**src/hdl/srt_pkg.sv**
```systemverilog
// srt_pkg: types, codes and constants shared by the sorted record table
`default_nettype none

package srt_pkg;

	// operation codes
	localparam logic [1:0] OP_INSERT = 2'd0;
	localparam logic [1:0] OP_LOOKUP = 2'd1;
	localparam logic [1:0] OP_RAISE  = 2'd2;
	localparam logic [1:0] OP_QUERY  = 2'd3;

	// status codes
	localparam logic [2:0] ST_OK        = 3'd0;
	localparam logic [2:0] ST_NOT_FOUND = 3'd1;
	localparam logic [2:0] ST_EMPTY     = 3'd2;
	localparam logic [2:0] ST_TOO_FEW   = 3'd3;
	localparam logic [2:0] ST_FULL      = 3'd4;

	localparam int KEY_W   = 32;
	localparam int PRICE_W = 24;
	localparam int STOCK_W = 16;
	localparam int RANK_W  = 16;
	localparam int PROD_W  = 2 * PRICE_W;

	localparam logic [PRICE_W-1:0] PRICE_MAX = 24'hFFFFFF;

	// floor(p / 10) == (p * RECIP10) >> RECIP_SH for every 24-bit p
	localparam logic [PRICE_W-1:0] RECIP10  = 24'hCCCCCD;
	localparam int                 RECIP_SH = 27;
	localparam int                 QUOT_W   = PROD_W - RECIP_SH;

	typedef struct packed {
		logic [1:0]                operation;
		logic [KEY_W-1:0]          item_code;
		logic [PRICE_W-1:0]        item_price;
		logic signed [STOCK_W-1:0] item_stock;
		logic [RANK_W-1:0]         rank;
	} srt_cmd_t;

	typedef struct packed {
		logic [2:0]                status;
		logic [KEY_W-1:0]          found_code;
		logic [PRICE_W-1:0]        new_price;
		logic signed [STOCK_W-1:0] found_stock;
	} srt_rsp_t;

	// controller to datapath
	typedef struct packed {
		logic       load;
		logic       srch_rd;
		logic       srch_step;
		logic       shift_init;
		logic       shift_rd;
		logic       shift_wr;
		logic       put_new;
		logic       look_rd;
		logic       match_rd;
		logic       mul;
		logic       price_wr;
		logic       res_status;
		logic [2:0] status;
		logic       res_code;
		logic       res_stock;
		logic       emit;
	} srt_ctl_t;

	// datapath to controller
	typedef struct packed {
		logic [1:0] op;
		logic       full;
		logic       empty;
		logic       too_few;
		logic       srch_done;
		logic       shift_done;
		logic       match;
		logic       out_free;
	} srt_stat_t;

endpackage

`default_nettype wire

```
**src/hdl/srt_ctrl.sv**
```systemverilog
// srt_ctrl: sequencer for insert, lookup, raise and query commands
`default_nettype none

module srt_ctrl
	import srt_pkg::*;
(
	input  wire logic      clk,
	input  wire logic      arst_n,
	input  wire logic      in_valid,
	output logic           in_ready,
	input  wire srt_stat_t st,
	output srt_ctl_t       cm
);

	localparam logic [3:0] S_IDLE      = 4'd0;
	localparam logic [3:0] S_DECODE    = 4'd1;
	localparam logic [3:0] S_SRCH_RD   = 4'd2;
	localparam logic [3:0] S_SRCH_CMP  = 4'd3;
	localparam logic [3:0] S_SHIFT_RD  = 4'd4;
	localparam logic [3:0] S_SHIFT_WR  = 4'd5;
	localparam logic [3:0] S_LOOK_RD   = 4'd6;
	localparam logic [3:0] S_LOOK_GET  = 4'd7;
	localparam logic [3:0] S_MATCH_RD  = 4'd8;
	localparam logic [3:0] S_MATCH_CHK = 4'd9;
	localparam logic [3:0] S_PRICE_WR  = 4'd10;
	localparam logic [3:0] S_DONE      = 4'd11;

	logic [3:0] state_q;
	logic [3:0] state_d;

	assign in_ready = (state_q == S_IDLE);

	always_comb begin
		state_d = state_q;
		cm      = '0;
		case (state_q)
			S_IDLE: begin
				if (in_valid) begin
					cm.load = 1'b1;
					state_d = S_DECODE;
				end
			end
			S_DECODE: begin
				case (st.op)
					OP_INSERT: begin
						if (st.full) begin
							cm.res_status = 1'b1;
							cm.status     = ST_FULL;
							state_d       = S_DONE;
						end else begin
							state_d = S_SRCH_RD;
						end
					end
					OP_LOOKUP: begin
						if (st.empty) begin
							cm.res_status = 1'b1;
							cm.status     = ST_EMPTY;
							state_d       = S_DONE;
						end else if (st.too_few) begin
							cm.res_status = 1'b1;
							cm.status     = ST_TOO_FEW;
							state_d       = S_DONE;
						end else begin
							state_d = S_LOOK_RD;
						end
					end
					default: state_d = S_SRCH_RD;
				endcase
			end
			S_SRCH_RD: begin
				if (st.srch_done) begin
					if (st.op == OP_INSERT) begin
						cm.shift_init = 1'b1;
						state_d       = S_SHIFT_RD;
					end else begin
						state_d = S_MATCH_RD;
					end
				end else begin
					cm.srch_rd = 1'b1;
					state_d    = S_SRCH_CMP;
				end
			end
			S_SRCH_CMP: begin
				cm.srch_step = 1'b1;
				state_d      = S_SRCH_RD;
			end
			S_SHIFT_RD: begin
				// open slot reached: drop the new record in
				if (st.shift_done) begin
					cm.put_new = 1'b1;
					state_d    = S_DONE;
				end else begin
					cm.shift_rd = 1'b1;
					state_d     = S_SHIFT_WR;
				end
			end
			S_SHIFT_WR: begin
				cm.shift_wr = 1'b1;
				state_d     = S_SHIFT_RD;
			end
			S_LOOK_RD: begin
				cm.look_rd = 1'b1;
				state_d    = S_LOOK_GET;
			end
			S_LOOK_GET: begin
				cm.res_code = 1'b1;
				state_d     = S_DONE;
			end
			S_MATCH_RD: begin
				cm.match_rd = 1'b1;
				state_d     = S_MATCH_CHK;
			end
			S_MATCH_CHK: begin
				if (!st.match) begin
					cm.res_status = 1'b1;
					cm.status     = ST_NOT_FOUND;
					state_d       = S_DONE;
				end else if (st.op == OP_QUERY) begin
					cm.res_stock = 1'b1;
					state_d      = S_DONE;
				end else begin
					cm.mul  = 1'b1;
					state_d = S_PRICE_WR;
				end
			end
			S_PRICE_WR: begin
				cm.price_wr = 1'b1;
				state_d     = S_DONE;
			end
			S_DONE: begin
				if (st.out_free) begin
					cm.emit = 1'b1;
					state_d = S_IDLE;
				end
			end
			default: state_d = S_IDLE;
		endcase
	end

	always_ff @(posedge clk or negedge arst_n) begin
		if (!arst_n) begin
			state_q <= S_IDLE;
		end else begin
			state_q <= state_d;
		end
	end

endmodule

`default_nettype wire

```
**config.mk**
```make
export PLATFORM = sky130hd
export DESIGN_NAME = srt_ctrl
export DESIGN_NICKNAME = d
export VERILOG_FILES = /design/src/hdl/srt_pkg.sv /design/src/hdl/srt_ctrl.sv
export SDC_FILE = /design/constraint.sdc
export NUM_CORES = 1
export LEC_CHECK = 0
export BUFFER_PORTS_ARGS = -buffer_cell sky130_fd_sc_hd__buf_4
export CORE_MARGIN = 2
export CORE_UTILIZATION = 38
export CTS_CLUSTER_DIAMETER = 60
export CTS_CLUSTER_SIZE = 40
export DETAILED_ROUTE_END_ITERATION = 10
export GPL_TIMING_DRIVEN = 0
export HOLD_SLACK_MARGIN = 0.05
export PLACE_DENSITY = 0.73
export REMOVE_ABC_BUFFERS = 1
export SLEW_MARGIN = 20
export SYNTH_ARGS = -nofsm -noshare
export SYNTH_HDL_FRONTEND = slang
export SYNTH_SLANG_ARGS = --single-unit
```
**constraint.sdc**
```tcl
create_clock -name clk -period 1.3 [get_ports clk]
set_input_delay 0.065 -clock clk [delete_from_list [all_inputs] [get_ports clk]]
set_output_delay 0.065 -clock clk [all_outputs]
set_load 0.02 [all_outputs]
```
==> metrics, run 1 <==
status stopped before the end; failing step 5_1_grt; First Err [ERROR DPL-0033] detailed placement checks failed during check placement.; worst endpoint from the post-global-route timing repair cm[3]; Yosys warning count 0; Core Rows 13; Die Span X 42.3 um; post-synthesis adder-cell area fraction 0%; post-synthesis cell area 558 um2; mux cell area share after synthesis 2.02%; Synth Area in Compound Gates 32.1%; Max H-tree Level 1; HPWL Detailed 1.15 mm; DIE HEIGHT 42.3 um; register area share after synthesis 17.9%; CTS Buf Count 3; gpl congestion 0.806; Synth Area in Simple Gates 40.1%; initial antenna violation count 0; largest family of logic cells by synthesized area simple AND/OR/NAND/NOR gates; cell accounting for the most synthesized area dfrtp_1; PortBufs 30; Netlist cell types 31; Clock Tree Root clkbuf_4; worst-case clock buffer depth 2; CTS Sinks 4; Place WS -0.361 ns; area fraction of the dominant cell type after synthesis 17.9%; Syn Area/Cell 7.25 um2; Initial Util 41.8%; Worst EP kind top-level output; largest net degree at the start of global routing 16; XOR/XNOR Fraction of Synth Area 0%; I/O pin count 31; synthesized instance count 77; Synth Register Bits 4; Synth area leaders dfrtp_1 18%, nor2_1 7.4%, nand2b_1 5.6%
==> kinds of logic after synthesis <==
group	count (synthesis)
buf+inv	10
flops	4
compound gates	21
mux	1
simple gates	41
==> synthesized netlist by cell type <==
cell,instances
nor2_1,11
buf_2,5
inv_1,5
nand2_1,5
nand2b_1,5
nor2b_1,5
dfrtp_1,4
nor3_1,4
a21oi_1,3
nor4_1,3
o21ai_0,3
o32ai_1,3
o211ai_1,2
o21bai_1,2
a2111oi_4,1
a211o_1,1
a21boi_0,1
a21oi_2,1
a221oi_2,1
a22oi_1,1
and2_1,1
and2b_4,1
and3b_1,1
mux2_2,1
nand3_1,1
nor2_2,1
nor4b_1,1
o221ai_1,1
o2bb2ai_1,1
or2_2,1
or3_4,1
==> metrics by stage <==
stage | util (%) | hold WS (ns) | instances | area [um2] | setup TNS, ns
after floorplan | - | -0.231 | 72 | 533 | -2.61
after global placement | 58.3 | -0.140 | 117 | 777 | -2.28
after detailed placement | 58.3 | -0.138 | 117 | 777 | -2.50
after CTS | 76.5 | 0.0500 | 134 | 1020 | -3.60
==> timing repair <==
| item | in CTS |
|---|---|
| endpoints found under the hold margin | 4 |
| gates resized for setup | 25 |
| setup buffers | 13 |
| hold buffers | 1 |
| endpoints found under the setup margin | 23 |
| pin swaps | 6 |
==> run 2, diff against run 1 <==
CORE_AREA = 2 2 63 65   (was unset)
CORE_MARGIN = unset   (was 2)
CORE_UTILIZATION = unset   (was 38)
CTS_CLUSTER_DIAMETER = unset   (was 60)
CTS_CLUSTER_SIZE = unset   (was 40)
DIE_AREA = 0 0 65 67   (was unset)
HOLD_SLACK_MARGIN = unset   (was 0.05)
PLACE_DENSITY = unset   (was 0.73)
PLACE_DENSITY_LB_ADDON = 0.15   (was unset)
clock period = 1.69 ns   (was 1.3 ns; I/O delays follow)
==> run 2 against run 1 <==
The flow now finishes, with violations (setup timing). Synthesized cell count is the same. Area after synthesis is the same.
==> metrics, run 2 <==
status complete, but fails checks; failing checks setup timing; commonest cells after routing, fill and taps aside 37 x buf_4, 11 x nor2_1, 5 x nor2b_1, 5 x inv_1; core area 0.00361 mm2; R2R setup slack 0.10 ns; worst-case clock buffer depth 2; Final ANT Viol Nets 0; Lkg Pwr 0.429 nW; die area 0.00436 mm2; gpl congestion 0.702; Post-synth EDFFs 0; Worst Hold Depth 2; Initial DRC Count 9; Yosys warning count 0; most common cell after layout, fill and taps aside buf_4; Post-synth ARST share 100%; MaxCap Viol Count 0; placed cell areas 818 um2; GRT Util Overall 9.34%; Initial Util 15.5%; cell accounting for the most synthesized area dfrtp_1; DRT Pass-1 Iters 5; Crit path required time 1.61 ns; hold_sp st[4]; synthesized instance count 77; post-synthesis cell area 558 um2; vias in the first global route 653; Skew-Pair Late Insertion Delay 0.22 ns; Worst Setup Start Kind flip-flop; share of post-route cells with drive strength above 1 50.0%; ant diodes 0; worst-case reg-to-reg path depth 6; count leader, synth nor2_1; Syn Area/Cell 7.25 um2; DIE HEIGHT 67 um; Max H-tree Level 1; final setup margin -0.0448 ns; RSZ-0062 raised after global routing true; Die Span X 65 um; initial antenna violation count 0; Final Cycle Share 103%; Netlist cell types 31; Top FF cell, synth dfrtp_1; Tmin final 1.73 ns; CTS Buf Count 3; register area share after synthesis 17.9%; grt ovf 0; Largest Register state_q; WHS 0.0772 ns; HPWL Detailed 1.46 mm; first-pass GRT wire length 3.16 mm; CP Data Arrival Time 1.65 ns; Vias/cell 4.35; Core Rows 22; reg2reg start state_q[2]$_DFFE_PN0P_; Final setup violation count 1; Reg clk slew, reported paths 0.03 ns; Worst VDD drop 0.334 mV; Synth area leaders dfrtp_1 18%, nor2_1 7.4%, nand2b_1 5.6%; area fraction of the dominant cell type after synthesis 17.9%; Final Instance Area 966 um2; Clock Tree Root clkbuf_8; post-route DRC violation count 0; worst reg2reg endpoint state_q[0]$_DFFE_PN0P_; FILL cells 393; Final nets 128; I/O pin count 31; CP endpoint kind output port; Fmax 576 MHz; CP Class flip-flop to output port; DRT Wirelength 2.05 mm; Worst Max-Slew Pin Slew 0.338 ns; Slew Limit Headroom 77.3%; CTS Sinks 4; routed vias 705; PD cells 1460 mW/mm2; HP Class input pin to flip-flop; CTS tree yes; Fin. Hold Viols 0; PortBufs 30; skew final 0.000805 ns; Worst Hold End state_q[2]$_DFFE_PN0P_; biggest regs state_q (4); fin. max-slew vios 0; Synth Register Bits 4; Max FO, Critical Path 3; largest net degree at the start of global routing 17; area delta synth->final 73.1%; max reg flops 4; post-DR wirelength/cell 12.7 um
-- run 2: cell counts after synthesis --
No cell type changed its count.
-- run 2: power by group --
group | switching [mW] | internal (mW)
clock | 0.0558 | 0.152
sequential | 0.120 | 0.147
combinational | 0.487 | 0.451
total | 0.662 | 0.751
-- run 2: area by class of cell --
cell class / count / area, um2 / area share, %
Clock buffer: 3 / 41.3 / 4.27
Inverter: 5 / 18.8 / 1.94
Timing Repair Buffer: 39 / 299 / 31.0
Sequential cell: 4 / 105 / 10.9
Multi-Input combinational cell: 63 / 442 / 45.7
Tap cell: 48 / 60.1 / 6.22
-- run 2: logic make-up (layout without fill, tap and decap cells) --
family	Yosys count	after routing	share of synthesized area [%]
buf+inv	10	47	7.85
simple gates	41	41	40.1
compound gates	21	21	32.1
mux	1	1	2.02
flops	4	4	17.9
-- run 2: timing repair --
item / in CTS / in global routing
setup endpoints to repair: 6 / 6
pin swaps: 2 / 1
hold buffers: 1 / 0
resized for setup: 5 / 6
buffers inserted: 4 / 4
endpoints found under the hold margin: 4 / 0
-- run 2: per-layer routing --
metal	vias up	wire (um)	track usage, %
met5	-	0	0
met4	0	0	1.60
met3	0	124	3.04
met2	25	924	13.9
met1	324	1000	13.1
li1	356	-	-
-- run 2: worst max-delay path by stage --
stage                           startpoint  endpoint  slack (ns)  cells after the start
floorplan           state_q[1]$_DFFE_PN0P_    cm[17]       -0.11                      2
global placement    state_q[2]$_DFFE_PN0P_     cm[3]       -0.06                      5
detailed placement  state_q[2]$_DFFE_PN0P_     cm[6]       -0.04                      4
CTS                 state_q[2]$_DFFE_PN0P_     cm[6]       -0.09                      4
global route        state_q[2]$_DFFE_PN0P_     cm[3]       -0.09                      5
finish              state_q[2]$_DFFE_PN0P_     cm[3]       -0.04                      5
-- run 2: worst max-delay path, cell delays in order (launching register included) --
cell     delay, ns
dfrtp_2       0.40
or3_4         0.40
nor2_2        0.12
nand2_2       0.09
o32ai_1       0.22
buf_4         0.19
-- run 2: stage by stage --
stage	worst slack, ns	cells	utilization, %	power, mW	setup TNS, ns
global route	-0.0928	162	26.8	1.52	-0.143
detailed placement	-0.0362	150	22.7	1.04	-0.0593
floorplan	-0.113	72	-	0.770	-0.211
CTS	-0.0880	158	25.2	1.31	-0.163
finish	-0.0448	162	26.8	1.41	-0.0448
global placement	-0.0620	150	22.7	1.05	-0.117
Note: power is estimated with default switching activity, not from simulation.
==> run 3, diff against run 2 <==
RECOVER_POWER = 25   (was unset)
==> run 3 against run 2 <==
The run still ends with setup timing left. Power is essentially flat. Sequential power barely moved. Hold slack about the same. Core utilization decreased by 0.10 points. Register-to-register slack hardly changed. Via count did not move. Largest cell class unchanged.
==> metrics, run 3 (same netlist as run 2, synthesis figures left out) <==
Slew Limit Headroom 77.3%; GRT Util Overall 9.34%; first-pass GRT wire length 3.16 mm; Worst path max stage delay 0.40 ns; Initial Util 15.5%; Worst VDD drop 0.334 mV; CTS Buf Count 3; Final TNS setup -0.0448 ns; RSZ-0062 raised after global routing true; routed vias 705; Worst Max-Slew Pin Slew 0.338 ns; core area 0.00361 mm2; commonest cells after routing, fill and taps aside 36 x buf_4, 11 x nor2_1, 5 x nor2b_1, 5 x inv_1; grt ovf 0; Tmin final 1.73 ns; DIE HEIGHT 67 um; Final Cycle Share 103%; Reg clk slew, reported paths 0.03 ns; Largest Register state_q; Initial DRC Count 9; Max FO, Critical Path 3; Die Span X 65 um; Slowest-stage cell, CP dfrtp_2; Max H-tree Level 1; CTS Sinks 4; Fin. Hold Viols 0; Final nets 128; Crit path buffers/inverters 1; CP Class flip-flop to output port; Worst Setup Start Kind flip-flop; HPWL Detailed 1.46 mm; Lkg Pwr 0.425 nW; Final setup violation count 1; CP endpoint kind output port; DRT Wirelength 2.05 mm; Fmax 576 MHz; skew final 0.000805 ns; PortBufs 30; failing checks setup timing; ant diodes 0; post-DR wirelength/cell 12.6 um; die area 0.00436 mm2; post-route DRC violation count 0; CTS tree yes; worst path cell trace or3_4 -> nor2_2 -> nand2_2 -> o32ai_1 -> buf_4; biggest regs state_q (4); Final ANT Viol Nets 0; Crit path required time 1.61 ns; vias in the first global route 653; Place WS -0.0362 ns; fin. max-slew vios 0; Core Rows 22; PD cells 1470 mW/mm2; area delta synth->final 72.4%; I/O pin count 31; HP Class input pin to flip-flop; gpl congestion 0.702; status complete, but fails checks; max reg flops 4; initial antenna violation count 0; MaxCap Viol Count 0; share of post-route cells with drive strength above 1 49.1%; most common cell after layout, fill and taps aside buf_4; CP Data Arrival Time 1.65 ns; Vias/cell 4.35; final setup margin -0.0448 ns; largest net degree at the start of global routing 17; worst-case clock buffer depth 2; Skew-Pair Late Insertion Delay 0.22 ns; CP delay by family, top simple AND/OR/NAND/NOR gates; DRT Pass-1 Iters 5; Clock Tree Root clkbuf_8
[run 3: cell count changes in the layout (fill, tap and decap cells not counted), sizes merged]
cell,before,now
buf,38,37
clkbuf,3,4
[run 3: cell type report]
cell class | instances | area, um2
fillers | 392 | 2640
flip-flops and latches | 4 | 105
clock buffers | 3 | 41.3
inverters | 5 | 18.8
well taps | 48 | 60.1
repair buffers | 39 | 295
multi-input cells | 63 | 442
[run 3: final timing paths]
path                       cells past startpoint  slack (ns)                    from                      to
setup reg to reg                               6        0.10  state_q[2]$_DFFE_PN0P_  state_q[0]$_DFFE_PN0P_
hold reg to reg                                2        0.68  state_q[3]$_DFFE_PN0P_  state_q[1]$_DFFE_PN0P_
setup / recovery                               5       -0.04  state_q[2]$_DFFE_PN0P_                   cm[3]
max in group asynchronous                      2        1.25                  arst_n  state_q[3]$_DFFE_PN0P_
min in group asynchronous                      2        0.23                  arst_n  state_q[1]$_DFFE_PN0P_
hold / removal                                 2        0.08                   st[4]  state_q[2]$_DFFE_PN0P_
[run 3: through the flow]
stage | hold slack [ns] | total power [mW] | cell area (um2) | cells | util (%)
final | 0.0772 | 1.41 | 962 | 162 | 26.7
after global routing | 0.0937 | 1.52 | 962 | 162 | 26.7
after CTS | 0.0741 | 1.31 | 907 | 158 | 25.2
after detailed placement | -0.118 | 1.04 | 818 | 150 | 22.7
after global placement | -0.117 | 1.05 | 818 | 150 | 22.7
after floorplan | -0.211 | 0.770 | 533 | 72 | -
[run 3: power breakdown]
| part | switching (mW) | internal (mW) | leakage (nW) |
|---|---|---|---|
| registers | 0.120 | 0.147 | 0.0437 |
| clock network | 0.0558 | 0.152 | 0.0216 |
| logic | 0.487 | 0.450 | 0.360 |
| total | 0.662 | 0.750 | 0.425 |
[run 3: timing repair]
item,in CTS,in global routing
gates cloned,0,0
hold endpoints to repair,4,0
setup buffers,4,4
endpoints found under the setup margin,6,6
hold buffers,1,0
pin swaps,2,1
gates resized for setup,5,6
[run 3: worst register-to-register path: stages (launching register included)]
cell and delay, ns:
dfrtp_2 0.40, or3_4 0.40, a2111oi_4 0.24, buf_4 0.17, buf_4 0.10, a21oi_2 0.03, o32ai_1 0.13
[run 3: layer usage]
layer  global-route usage [%]  share of wire [%]  vias to the layer above
li1                         -                  -                      356
met1                     13.1                 49                      324
met2                     13.9                 45                       25
met3                     3.04                6.1                        0
met4                     1.60                  0                        0
met5                        0                  0                        -
